<file path="src/hw/rtl/mpss_pkg.sv">
// mpss_pkg: widths, command and status types for the max product subarray core
// shared by mpss_ctrl, mpss_dp and the top level; no dependencies
`default_nettype none
package mpss_pkg;

	localparam int VALUE_BITS   = 16;
	localparam int PRODUCT_BITS = 64;

	localparam int HALF_BITS = PRODUCT_BITS / 2;
	localparam int HI_BITS   = PRODUCT_BITS - HALF_BITS;
	localparam int OPER_BITS = HALF_BITS + 1;
	localparam int MUL_BITS  = OPER_BITS + VALUE_BITS;
	localparam int FULL_BITS = PRODUCT_BITS + VALUE_BITS;
	localparam int CNT_BITS  = $clog2(PRODUCT_BITS);

	typedef struct packed {
		logic latch;
		logic mul_lo;
		logic mul_hi;
		logic sum;
		logic eval;
		logic div_step;
		logic div_end;
		logic load_out;
	} cmd_t;

	typedef struct packed {
		logic v_zero;
		logic rp_neg;
		logic prefix_none;
	} sts_t;

	function automatic logic [PRODUCT_BITS-1:0] magnitude(input logic [PRODUCT_BITS-1:0] x);
		logic [PRODUCT_BITS-1:0] r;
		r = x[PRODUCT_BITS-1] ? (~x + PRODUCT_BITS'(1)) : x;
		return r;
	endfunction

endpackage
`default_nettype wire

</file>
<file path="src/hw/rtl/mpss_ctrl.sv">
// mpss_ctrl: sequencing state machine and handshakes for the max product core
// depends on mpss_pkg; drives commands into mpss_dp and reads its status
`default_nettype none
module mpss_ctrl (
	input  wire logic           clk,
	input  wire logic           arst_n,
	input  wire logic           in_valid,
	output logic                in_ready,
	output logic                out_valid,
	input  wire logic           out_ready,
	input  wire mpss_pkg::sts_t sts,
	output mpss_pkg::cmd_t      cmd
);

	localparam logic [2:0] S_IDLE = 3'd0;
	localparam logic [2:0] S_MLO  = 3'd1;
	localparam logic [2:0] S_MHI  = 3'd2;
	localparam logic [2:0] S_SUM  = 3'd3;
	localparam logic [2:0] S_EVAL = 3'd4;
	localparam logic [2:0] S_DIV  = 3'd5;
	localparam logic [2:0] S_DSAT = 3'd6;
	localparam logic [2:0] S_FIN  = 3'd7;

	logic [2:0]                    state_q, state_d;
	logic [mpss_pkg::CNT_BITS-1:0] cnt_q;
	logic                          out_valid_q;
	logic                          out_free;

	assign in_ready  = (state_q == S_IDLE);
	assign out_valid = out_valid_q;
	assign out_free  = !out_valid_q || out_ready;

	always_comb begin
		cmd     = '0;
		state_d = state_q;
		case (state_q)
			S_IDLE: begin
				if (in_valid) begin
					cmd.latch = 1'b1;
					state_d   = S_MLO;
				end
			end
			S_MLO: begin
				cmd.mul_lo = 1'b1;
				state_d    = sts.v_zero ? S_FIN : S_MHI;
			end
			S_MHI: begin
				cmd.mul_hi = 1'b1;
				state_d    = S_SUM;
			end
			S_SUM: begin
				cmd.sum = 1'b1;
				state_d = S_EVAL;
			end
			S_EVAL: begin
				cmd.eval = 1'b1;
				state_d  = (sts.rp_neg && !sts.prefix_none) ? S_DIV : S_FIN;
			end
			S_DIV: begin
				cmd.div_step = 1'b1;
				if (cnt_q == '0) begin
					state_d = S_DSAT;
				end
			end
			S_DSAT: begin
				cmd.div_end = 1'b1;
				state_d     = S_FIN;
			end
			S_FIN: begin
				if (out_free) begin
					cmd.load_out = 1'b1;
					state_d      = S_IDLE;
				end
			end
			default: begin
				state_d = S_IDLE;
			end
		endcase
	end

	always_ff @(posedge clk or negedge arst_n) begin
		if (!arst_n) begin
			state_q     <= S_IDLE;
			cnt_q       <= '0;
			out_valid_q <= 1'b0;
		end else begin
			state_q <= state_d;
			if (cmd.eval) begin
				cnt_q <= mpss_pkg::CNT_BITS'(mpss_pkg::PRODUCT_BITS - 1);
			end else if (cmd.div_step) begin
				cnt_q <= cnt_q - mpss_pkg::CNT_BITS'(1);
			end
			if (cmd.load_out) begin
				out_valid_q <= 1'b1;
			end else if (out_ready) begin
				out_valid_q <= 1'b0;
			end
		end
	end

endmodule
`default_nettype wire

</file>
<file path="src/hw/rtl/mpss_dp.sv">
// mpss_dp: running product, prefix, best value, shared multiplier and radix-2 divider
// depends on mpss_pkg; steered by commands from mpss_ctrl
`default_nettype none
module mpss_dp (
	input  wire logic                                  clk,
	input  wire logic                                  arst_n,
	input  wire logic signed [mpss_pkg::VALUE_BITS-1:0] value,
	input  wire logic                                  last,
	input  wire mpss_pkg::cmd_t                        cmd,
	output mpss_pkg::sts_t                             sts,
	output logic signed [mpss_pkg::PRODUCT_BITS-1:0]   best_product,
	output logic                                       overflow,
	output logic                                       end_of_sequence
);

	localparam int PW   = mpss_pkg::PRODUCT_BITS;
	localparam int VB   = mpss_pkg::VALUE_BITS;
	localparam int HALF = mpss_pkg::HALF_BITS;
	localparam int OPW  = mpss_pkg::OPER_BITS;
	localparam int MW   = mpss_pkg::MUL_BITS;
	localparam int FW   = mpss_pkg::FULL_BITS;

	logic signed [VB-1:0]  v_q;
	logic                  last_q;
	logic signed [PW-1:0]  rp_q;
	logic signed [PW-1:0]  prefix_q;
	logic signed [PW-1:0]  best_q;
	logic                  at_start_q;
	logic                  ovf_q;
	logic signed [MW-1:0]  pp_lo_q;
	logic signed [MW-1:0]  pp_hi_q;
	logic [PW-1:0]         rem_q;
	logic [PW-1:0]         quo_q;
	logic [PW-1:0]         dvs_q;
	logic signed [PW-1:0]  best_out_q;
	logic                  ovf_out_q;
	logic                  eos_out_q;

	logic signed [OPW-1:0] mul_a;
	logic signed [MW-1:0]  mul_p;
	logic signed [FW-1:0]  lo_ext;
	logic [FW-1:0]         hi_sh;
	logic [FW-1:0]         full;
	logic [FW-PW:0]        top;
	logic                  mul_over;
	logic [PW:0]           trial;
	logic [PW:0]           diff;
	logic                  ge;
	logic                  sat;
	logic signed [PW-1:0]  cand;

	assign mul_a = cmd.mul_hi ? OPW'(signed'(rp_q[PW-1:HALF])) : {1'b0, rp_q[HALF-1:0]};
	assign mul_p = MW'(mul_a) * MW'(v_q);

	assign lo_ext   = FW'(pp_lo_q);
	assign hi_sh    = {pp_hi_q[FW-HALF-1:0], {HALF{1'b0}}};
	assign full     = hi_sh + lo_ext;
	assign top      = full[FW-1:PW-1];
	assign mul_over = !((&top) || !(|top));

	assign trial = {rem_q, quo_q[PW-1]};
	assign diff  = trial - {1'b0, dvs_q};
	assign ge    = (trial >= {1'b0, dvs_q});
	assign sat   = quo_q[PW-1];
	assign cand  = sat ? {1'b0, {(PW-1){1'b1}}} : quo_q;

	assign sts.v_zero      = (v_q == '0);
	assign sts.rp_neg      = rp_q[PW-1];
	assign sts.prefix_none = (prefix_q == '0);

	assign best_product    = best_out_q;
	assign overflow        = ovf_out_q;
	assign end_of_sequence = eos_out_q;

	always_ff @(posedge clk or negedge arst_n) begin
		if (!arst_n) begin
			rp_q       <= PW'(1);
			prefix_q   <= '0;
			best_q     <= '0;
			at_start_q <= 1'b1;
			ovf_q      <= 1'b0;
		end else begin
			if (cmd.latch && at_start_q) begin
				best_q     <= PW'(value);
				at_start_q <= 1'b0;
			end
			if (cmd.mul_lo && sts.v_zero) begin
				rp_q     <= PW'(1);
				prefix_q <= '0;
			end
			if (cmd.sum) begin
				rp_q <= full[PW-1:0];
				if (mul_over) begin
					ovf_q <= 1'b1;
				end
			end
			if (cmd.eval) begin
				if (rp_q[PW-1]) begin
					if (sts.prefix_none) begin
						prefix_q <= rp_q;
					end
				end else if (best_q < rp_q) begin
					best_q <= rp_q;
				end
			end
			if (cmd.div_end) begin
				if (sat) begin
					ovf_q <= 1'b1;
				end
				if (best_q < cand) begin
					best_q <= cand;
				end
			end
			if (cmd.load_out && last_q) begin
				rp_q       <= PW'(1);
				prefix_q   <= '0;
				best_q     <= '0;
				at_start_q <= 1'b1;
				ovf_q      <= 1'b0;
			end
		end
	end

	always_ff @(posedge clk) begin
		if (cmd.latch) begin
			v_q    <= value;
			last_q <= last;
		end
		if (cmd.mul_lo) begin
			pp_lo_q <= mul_p;
		end
		if (cmd.mul_hi) begin
			pp_hi_q <= mul_p;
		end
		if (cmd.eval) begin
			rem_q <= '0;
			quo_q <= mpss_pkg::magnitude(rp_q);
			dvs_q <= mpss_pkg::magnitude(prefix_q);
		end
		if (cmd.div_step) begin
			rem_q <= ge ? diff[PW-1:0] : trial[PW-1:0];
			quo_q <= {quo_q[PW-2:0], ge};
		end
		if (cmd.load_out) begin
			best_out_q <= best_q;
			ovf_out_q  <= ovf_q;
			eos_out_q  <= last_q;
		end
	end

endmodule
`default_nettype wire

</file>
<file path="src/hw/rtl/max_product_subarray_stream_core.sv">
// max_product_subarray_stream_core: top level, one result request per input request
// path: a zero goes from low multiply to the result; other values pass both multiplies,
// sum and evaluate; a later negative product is divided by the prefix (64-step radix-2)
// throughput: one request at a time; the next is taken once the sequencer is idle again
// reset: arst_n clears the sequencer, the output valid and the sequence state at once
// depends on mpss_pkg, mpss_ctrl and mpss_dp
`default_nettype none
module max_product_subarray_stream_core (
	input  wire logic                                    clk,
	input  wire logic                                    arst_n,
	input  wire logic                                    in_valid,
	output logic                                         in_ready,
	input  wire logic signed [mpss_pkg::VALUE_BITS-1:0]  value,
	input  wire logic                                    last,
	output logic                                         out_valid,
	input  wire logic                                    out_ready,
	output logic signed [mpss_pkg::PRODUCT_BITS-1:0]     best_product,
	output logic                                         overflow,
	output logic                                         end_of_sequence
);

	mpss_pkg::cmd_t cmd;
	mpss_pkg::sts_t sts;

	mpss_ctrl u_ctrl (
		.clk       (clk),
		.arst_n    (arst_n),
		.in_valid  (in_valid),
		.in_ready  (in_ready),
		.out_valid (out_valid),
		.out_ready (out_ready),
		.sts       (sts),
		.cmd       (cmd)
	);

	mpss_dp u_dp (
		.clk             (clk),
		.arst_n          (arst_n),
		.value           (value),
		.last            (last),
		.cmd             (cmd),
		.sts             (sts),
		.best_product    (best_product),
		.overflow        (overflow),
		.end_of_sequence (end_of_sequence)
	);

endmodule
`default_nettype wire

</file>
<file path="config.mk">
export PLATFORM = sky130hd
export DESIGN_NAME = max_product_subarray_stream_core
export DESIGN_NICKNAME = d
export VERILOG_FILES = /design/src/hw/rtl/mpss_pkg.sv /design/src/hw/rtl/mpss_ctrl.sv /design/src/hw/rtl/mpss_dp.sv /design/src/hw/rtl/max_product_subarray_stream_core.sv
export SDC_FILE = /design/constraint.sdc
export NUM_CORES = 2
export LEC_CHECK = 0
export ABC_CLOCK_PERIOD_IN_PS = 15950
export BUFFER_PORTS_ARGS = -buffer_cell sky130_fd_sc_hd__buf_2
export CAP_MARGIN = 20
export CORE_MARGIN = 2
export CORE_UTILIZATION = 60
export CTS_CLUSTER_DIAMETER = 200
export DETAILED_ROUTE_END_ITERATION = 8
export PLACE_DENSITY = 0.77
export SETUP_SLACK_MARGIN = 0.4
export SLEW_MARGIN = 40
export SYNTH_ARGS = -nofsm -noshare
export SYNTH_HDL_FRONTEND = slang
export SYNTH_SLANG_ARGS = --single-unit
</file>
<file path="constraint.sdc">
create_clock -name clk -period 15.95 [get_ports clk]
set_clock_uncertainty 0.2 [all_clocks]
set_input_delay 0.7975 -clock clk [delete_from_list [all_inputs] [get_ports clk]]
set_output_delay 0.7975 -clock clk [all_outputs]
set_load 0.02 [all_outputs]
</file>
==> results.py <==
metrics = {
    "route": {
        "dr.pass1.iters": 8,
        "drc_errors": 0,
        "wl_um": 149000,
        "via_per_inst": 6.12,
        "num_vias": 40400,
        "drt_iter0_drc": 3913,
        "ant_nets": 0,
        "wire_per_inst_um": 22.5,
    },
    "global_routing": {
        "grt_pass1_vias": 40900,
        "grt_remaining_overflow": 0,
        "grt_pass1_wl_um": 234000,
        "grt_max_degree": 100,
        "grtUsageTotal": 0.336,
        "antenna_found_initial": 2,
    },
    "logic_synthesis": {
        "yosys_warnings": 0,
        "synth_area_leaders": "edfxtp_1 (21%), fa_1 (19%), dfrtp_1 (9.7%), ha_1 (8.5%), inv_1 (5.6%)",
        "yosys.area.top_type": "edfxtp_1",
        "syn-cell-area_um2": 52400,
        "syn_nets": 6291,
        "ys.flop_type": "edfxtp_1",
        "synthArstFlopShare": 0.354,
        "synthCells": 5412,
        "ys_ff_latch": 576,
        "ys_seq_area_frac": 0.311,
        "syn_avg_cell_area_um2": 9.68,
        "post_synth_num_cell_types": 74,
        "synth_edf_count": 372,
        "synth_top_area_share": 0.213,
    },
    "cells_and_area": {
        "drive_gt1_frac": 0.0732,
        "syn2layout_area_growth_pct": 7.26,
        "final_common_cell": "inv_1",
        "final_cell_mix": "inv_1 (784), nand2_1 (561), fa_1 (502)",
        "nets": 6266,
        "fillCellCount": 6827,
    },
    "setup_path": {
        "reg2reg_depth": 31,
        "r2r_end": "u_dp.pp_hi_q[46]",
        "critical_path_arrival_ns": 10.07,
        "max_stage_delay_ns": 0.65,
        "worstSetupPathType": "flop to flop",
        "crit_fanout": 70,
        "regToRegSetupSlack_ns": 6.04,
        "r2r-start": "u_ctrl.state_q[1]",
        "start_kind": "flop",
        "critPathSlowestCell": "buf_4",
        "worstPathRequired_ns": 16.11,
        "setup.worst_path.end_class": "flop",
    },
    "flow_run": {
        "maxCapViolations": 0,
    },
    "clock_network": {
        "path_clk_slew_ns": 0.06,
        "h-tree-depth": 2,
        "cts_inserted_buffers": 58,
        "cts_root_buf": "clkbuf_16",
        "clock-sinks": 576,
        "cts_buffer_depth": 3,
        "clk_latency_ns": 0.66,
        "cts_resized": 0,
        "cts_setup_buffers": 0,
        "cts_tree": "built",
    },
    "hold_path": {
        "hold_class": "input pin to flop",
        "hold_path_end": "u_dp.last_q",
        "whs_path_depth": 1,
        "worstHoldStart": "last",
    },
    "floorplanning": {
        "rows": 108,
        "start_util": 0.605,
        "die_w_um": 299,
        "pin_count": 89,
        "dieHeight_um": 299,
        "coreArea_um2": 86600,
        "fp.dieArea_um2": 89700,
    },
    "sta": {
        "relSlewSlack": 0.421,
        "period_minus_slack_ns": 9.91,
        "setup_viol": 0,
        "final-hold-violation-count": 0,
        "rsz0062_at_grt": "false",
        "finalSetupTns_ns": 0,
        "slew_viol_final": 0,
        "finalCritPeriodShare": 0.621,
        "max_freq_mhz": 101,
        "max_slew.worst_pin.slew_ns": 0.868,
    },
    "place": {
        "dp.final_hpwl_um": 109000,
        "routabilityCongestion": 0.964,
        "io_buffers": 88,
    },
    "run_status": {
        "status": "completed",
    },
}
[worst max-delay path by stage]
stage / startpoint / cells after the start / to / slack (ns)
finish: u_ctrl.state_q[1] / 31 / u_dp.pp_hi_q[46] / 6.04
CTS: u_ctrl.state_q[1] / 31 / u_dp.pp_hi_q[46] / 6.15
floorplan: u_ctrl.state_q[1] / 32 / u_dp.pp_hi_q[46] / 6.20
global placement: u_ctrl.state_q[1] / 33 / u_dp.pp_hi_q[47] / 6.44
global route: u_ctrl.state_q[1] / 31 / u_dp.pp_hi_q[46] / 5.53
detailed placement: u_ctrl.state_q[1] / 31 / u_dp.pp_hi_q[46] / 6.20
[cells by family (layout without fill, tap and decap cells)]
group | after synthesis | in the layout | synth area share
xor gates and xnor gates | 288 | 288 | 0.0482
buffers and inverters | 1039 | 1064 | 0.0746
muxes | 127 | 127 | 0.0246
adders and majority gates | 858 | 858 | 0.277
DFF | 576 | 576 | 0.311
AOI/OAI and AO/OA | 1093 | 1093 | 0.136
other | 0 | 2 | 0
and+or+nand+nor | 1431 | 1431 | 0.129
[through the flow]
stage                     utilization  hold WS (ns)  instances  setup slack (ns)  cell area, um2
after global routing            0.648         0.123       6592              5.53           56200
after CTS                       0.648         0.112       6590              6.15           56100
after global placement          0.623         0.252       6476              6.44           53900
final                           0.648         0.136       6594              6.04           56200
after detailed placement        0.624         0.261       6479              6.20           54000
after floorplan                     -         0.226       5412              6.20           52400
[synthesized netlist by cell type (7+ instances only)]
master    number
inv_1        786
a22o_1        39
o21ai_1        9
a31oi_1       24
nand4_1       50
o21bai_1      28
or2_2         22
nor3_1        20
dfrtp_1      202
o21ai_0      288
o31ai_1       42
mux2_2        15
a21oi_1      261
nand2_1      566
ha_1         356
o41ai_1       21
a21o_1       152
a211oi_1      29
or3_1         18
xor2_1        62
fa_1         502
or4_4          7
o211ai_1       9
a211o_1        8
a22oi_1       64
nor2b_1       54
nand2b_1      40
o21a_1        13
clkbuf_1     226
a21boi_0       8
and3_1        25
o221a_2       49
nor4_1        13
and2_1       203
xnor2_1      226
nor2_1       329
buf_1         23
nand3_1       46
edfxtp_1     372
mux2i_1      112
or4_1         15
[layer usage]
| metal | vias up | global-route usage | wire [um] |
|---|---|---|---|
| li1 | 18100 | - | - |
| met1 | 19800 | 0.450 | 57400 |
| met2 | 2032 | 0.537 | 68000 |
| met3 | 450 | 0.0672 | 15700 |
| met4 | 2 | 0.147 | 7470 |
| met5 | - | 0 | 7 |
[sequential cells by signal (all words and copies together), names as in the netlist]
register,count
u_dp.pp_lo_q,49
u_dp.end_of_sequence,1
u_ctrl.out_valid,1
u_dp.rem_q,64
u_dp.best_product,64
u_dp.overflow,1
u_dp.rp_q,64
u_dp.best_q,64
u_ctrl.state_q,3
u_dp.ovf_q,1
u_dp.quo_q,64
u_dp.last_q,1
u_ctrl.cnt_q,6
u_dp.prefix_q,64
u_dp.v_q,16
u_dp.at_start_q,1
u_dp.dvs_q,64
u_dp.pp_hi_q,48
[cell type report]
class                           instances  area [um2]  area share
Inverter                              786        2950      0.0525
Antenna cell                            2        5.00   0.0000891
Clock buffer                           76        1630      0.0290
Sequential cell                       576       16300       0.290
Timing Repair Buffer                  168        1130      0.0202
Multi-Input combinational cell       3797       32300       0.575
Clock inverter                         34         429     0.00764
Tap cell                             1155        1450      0.0257
[timing repair]
item                       4_1_cts  5_1_grt
hold buffers                     1        0
setup endpoints to repair        0        0
hold endpoints to repair        59        0
[critical path: cells and delay by family, from the launching register on]
kind	cells	cell delay (ns)
flops	1	0.51
fa+ha+maj	7	3.43
xor+xnor	1	0.11
compound gates	11	2.65
buf+inv	9	1.76
simple gates	3	0.92
Power is not shown: default switching activity piles up to over one toggle a cycle in this logic, so the estimate is an artifact.
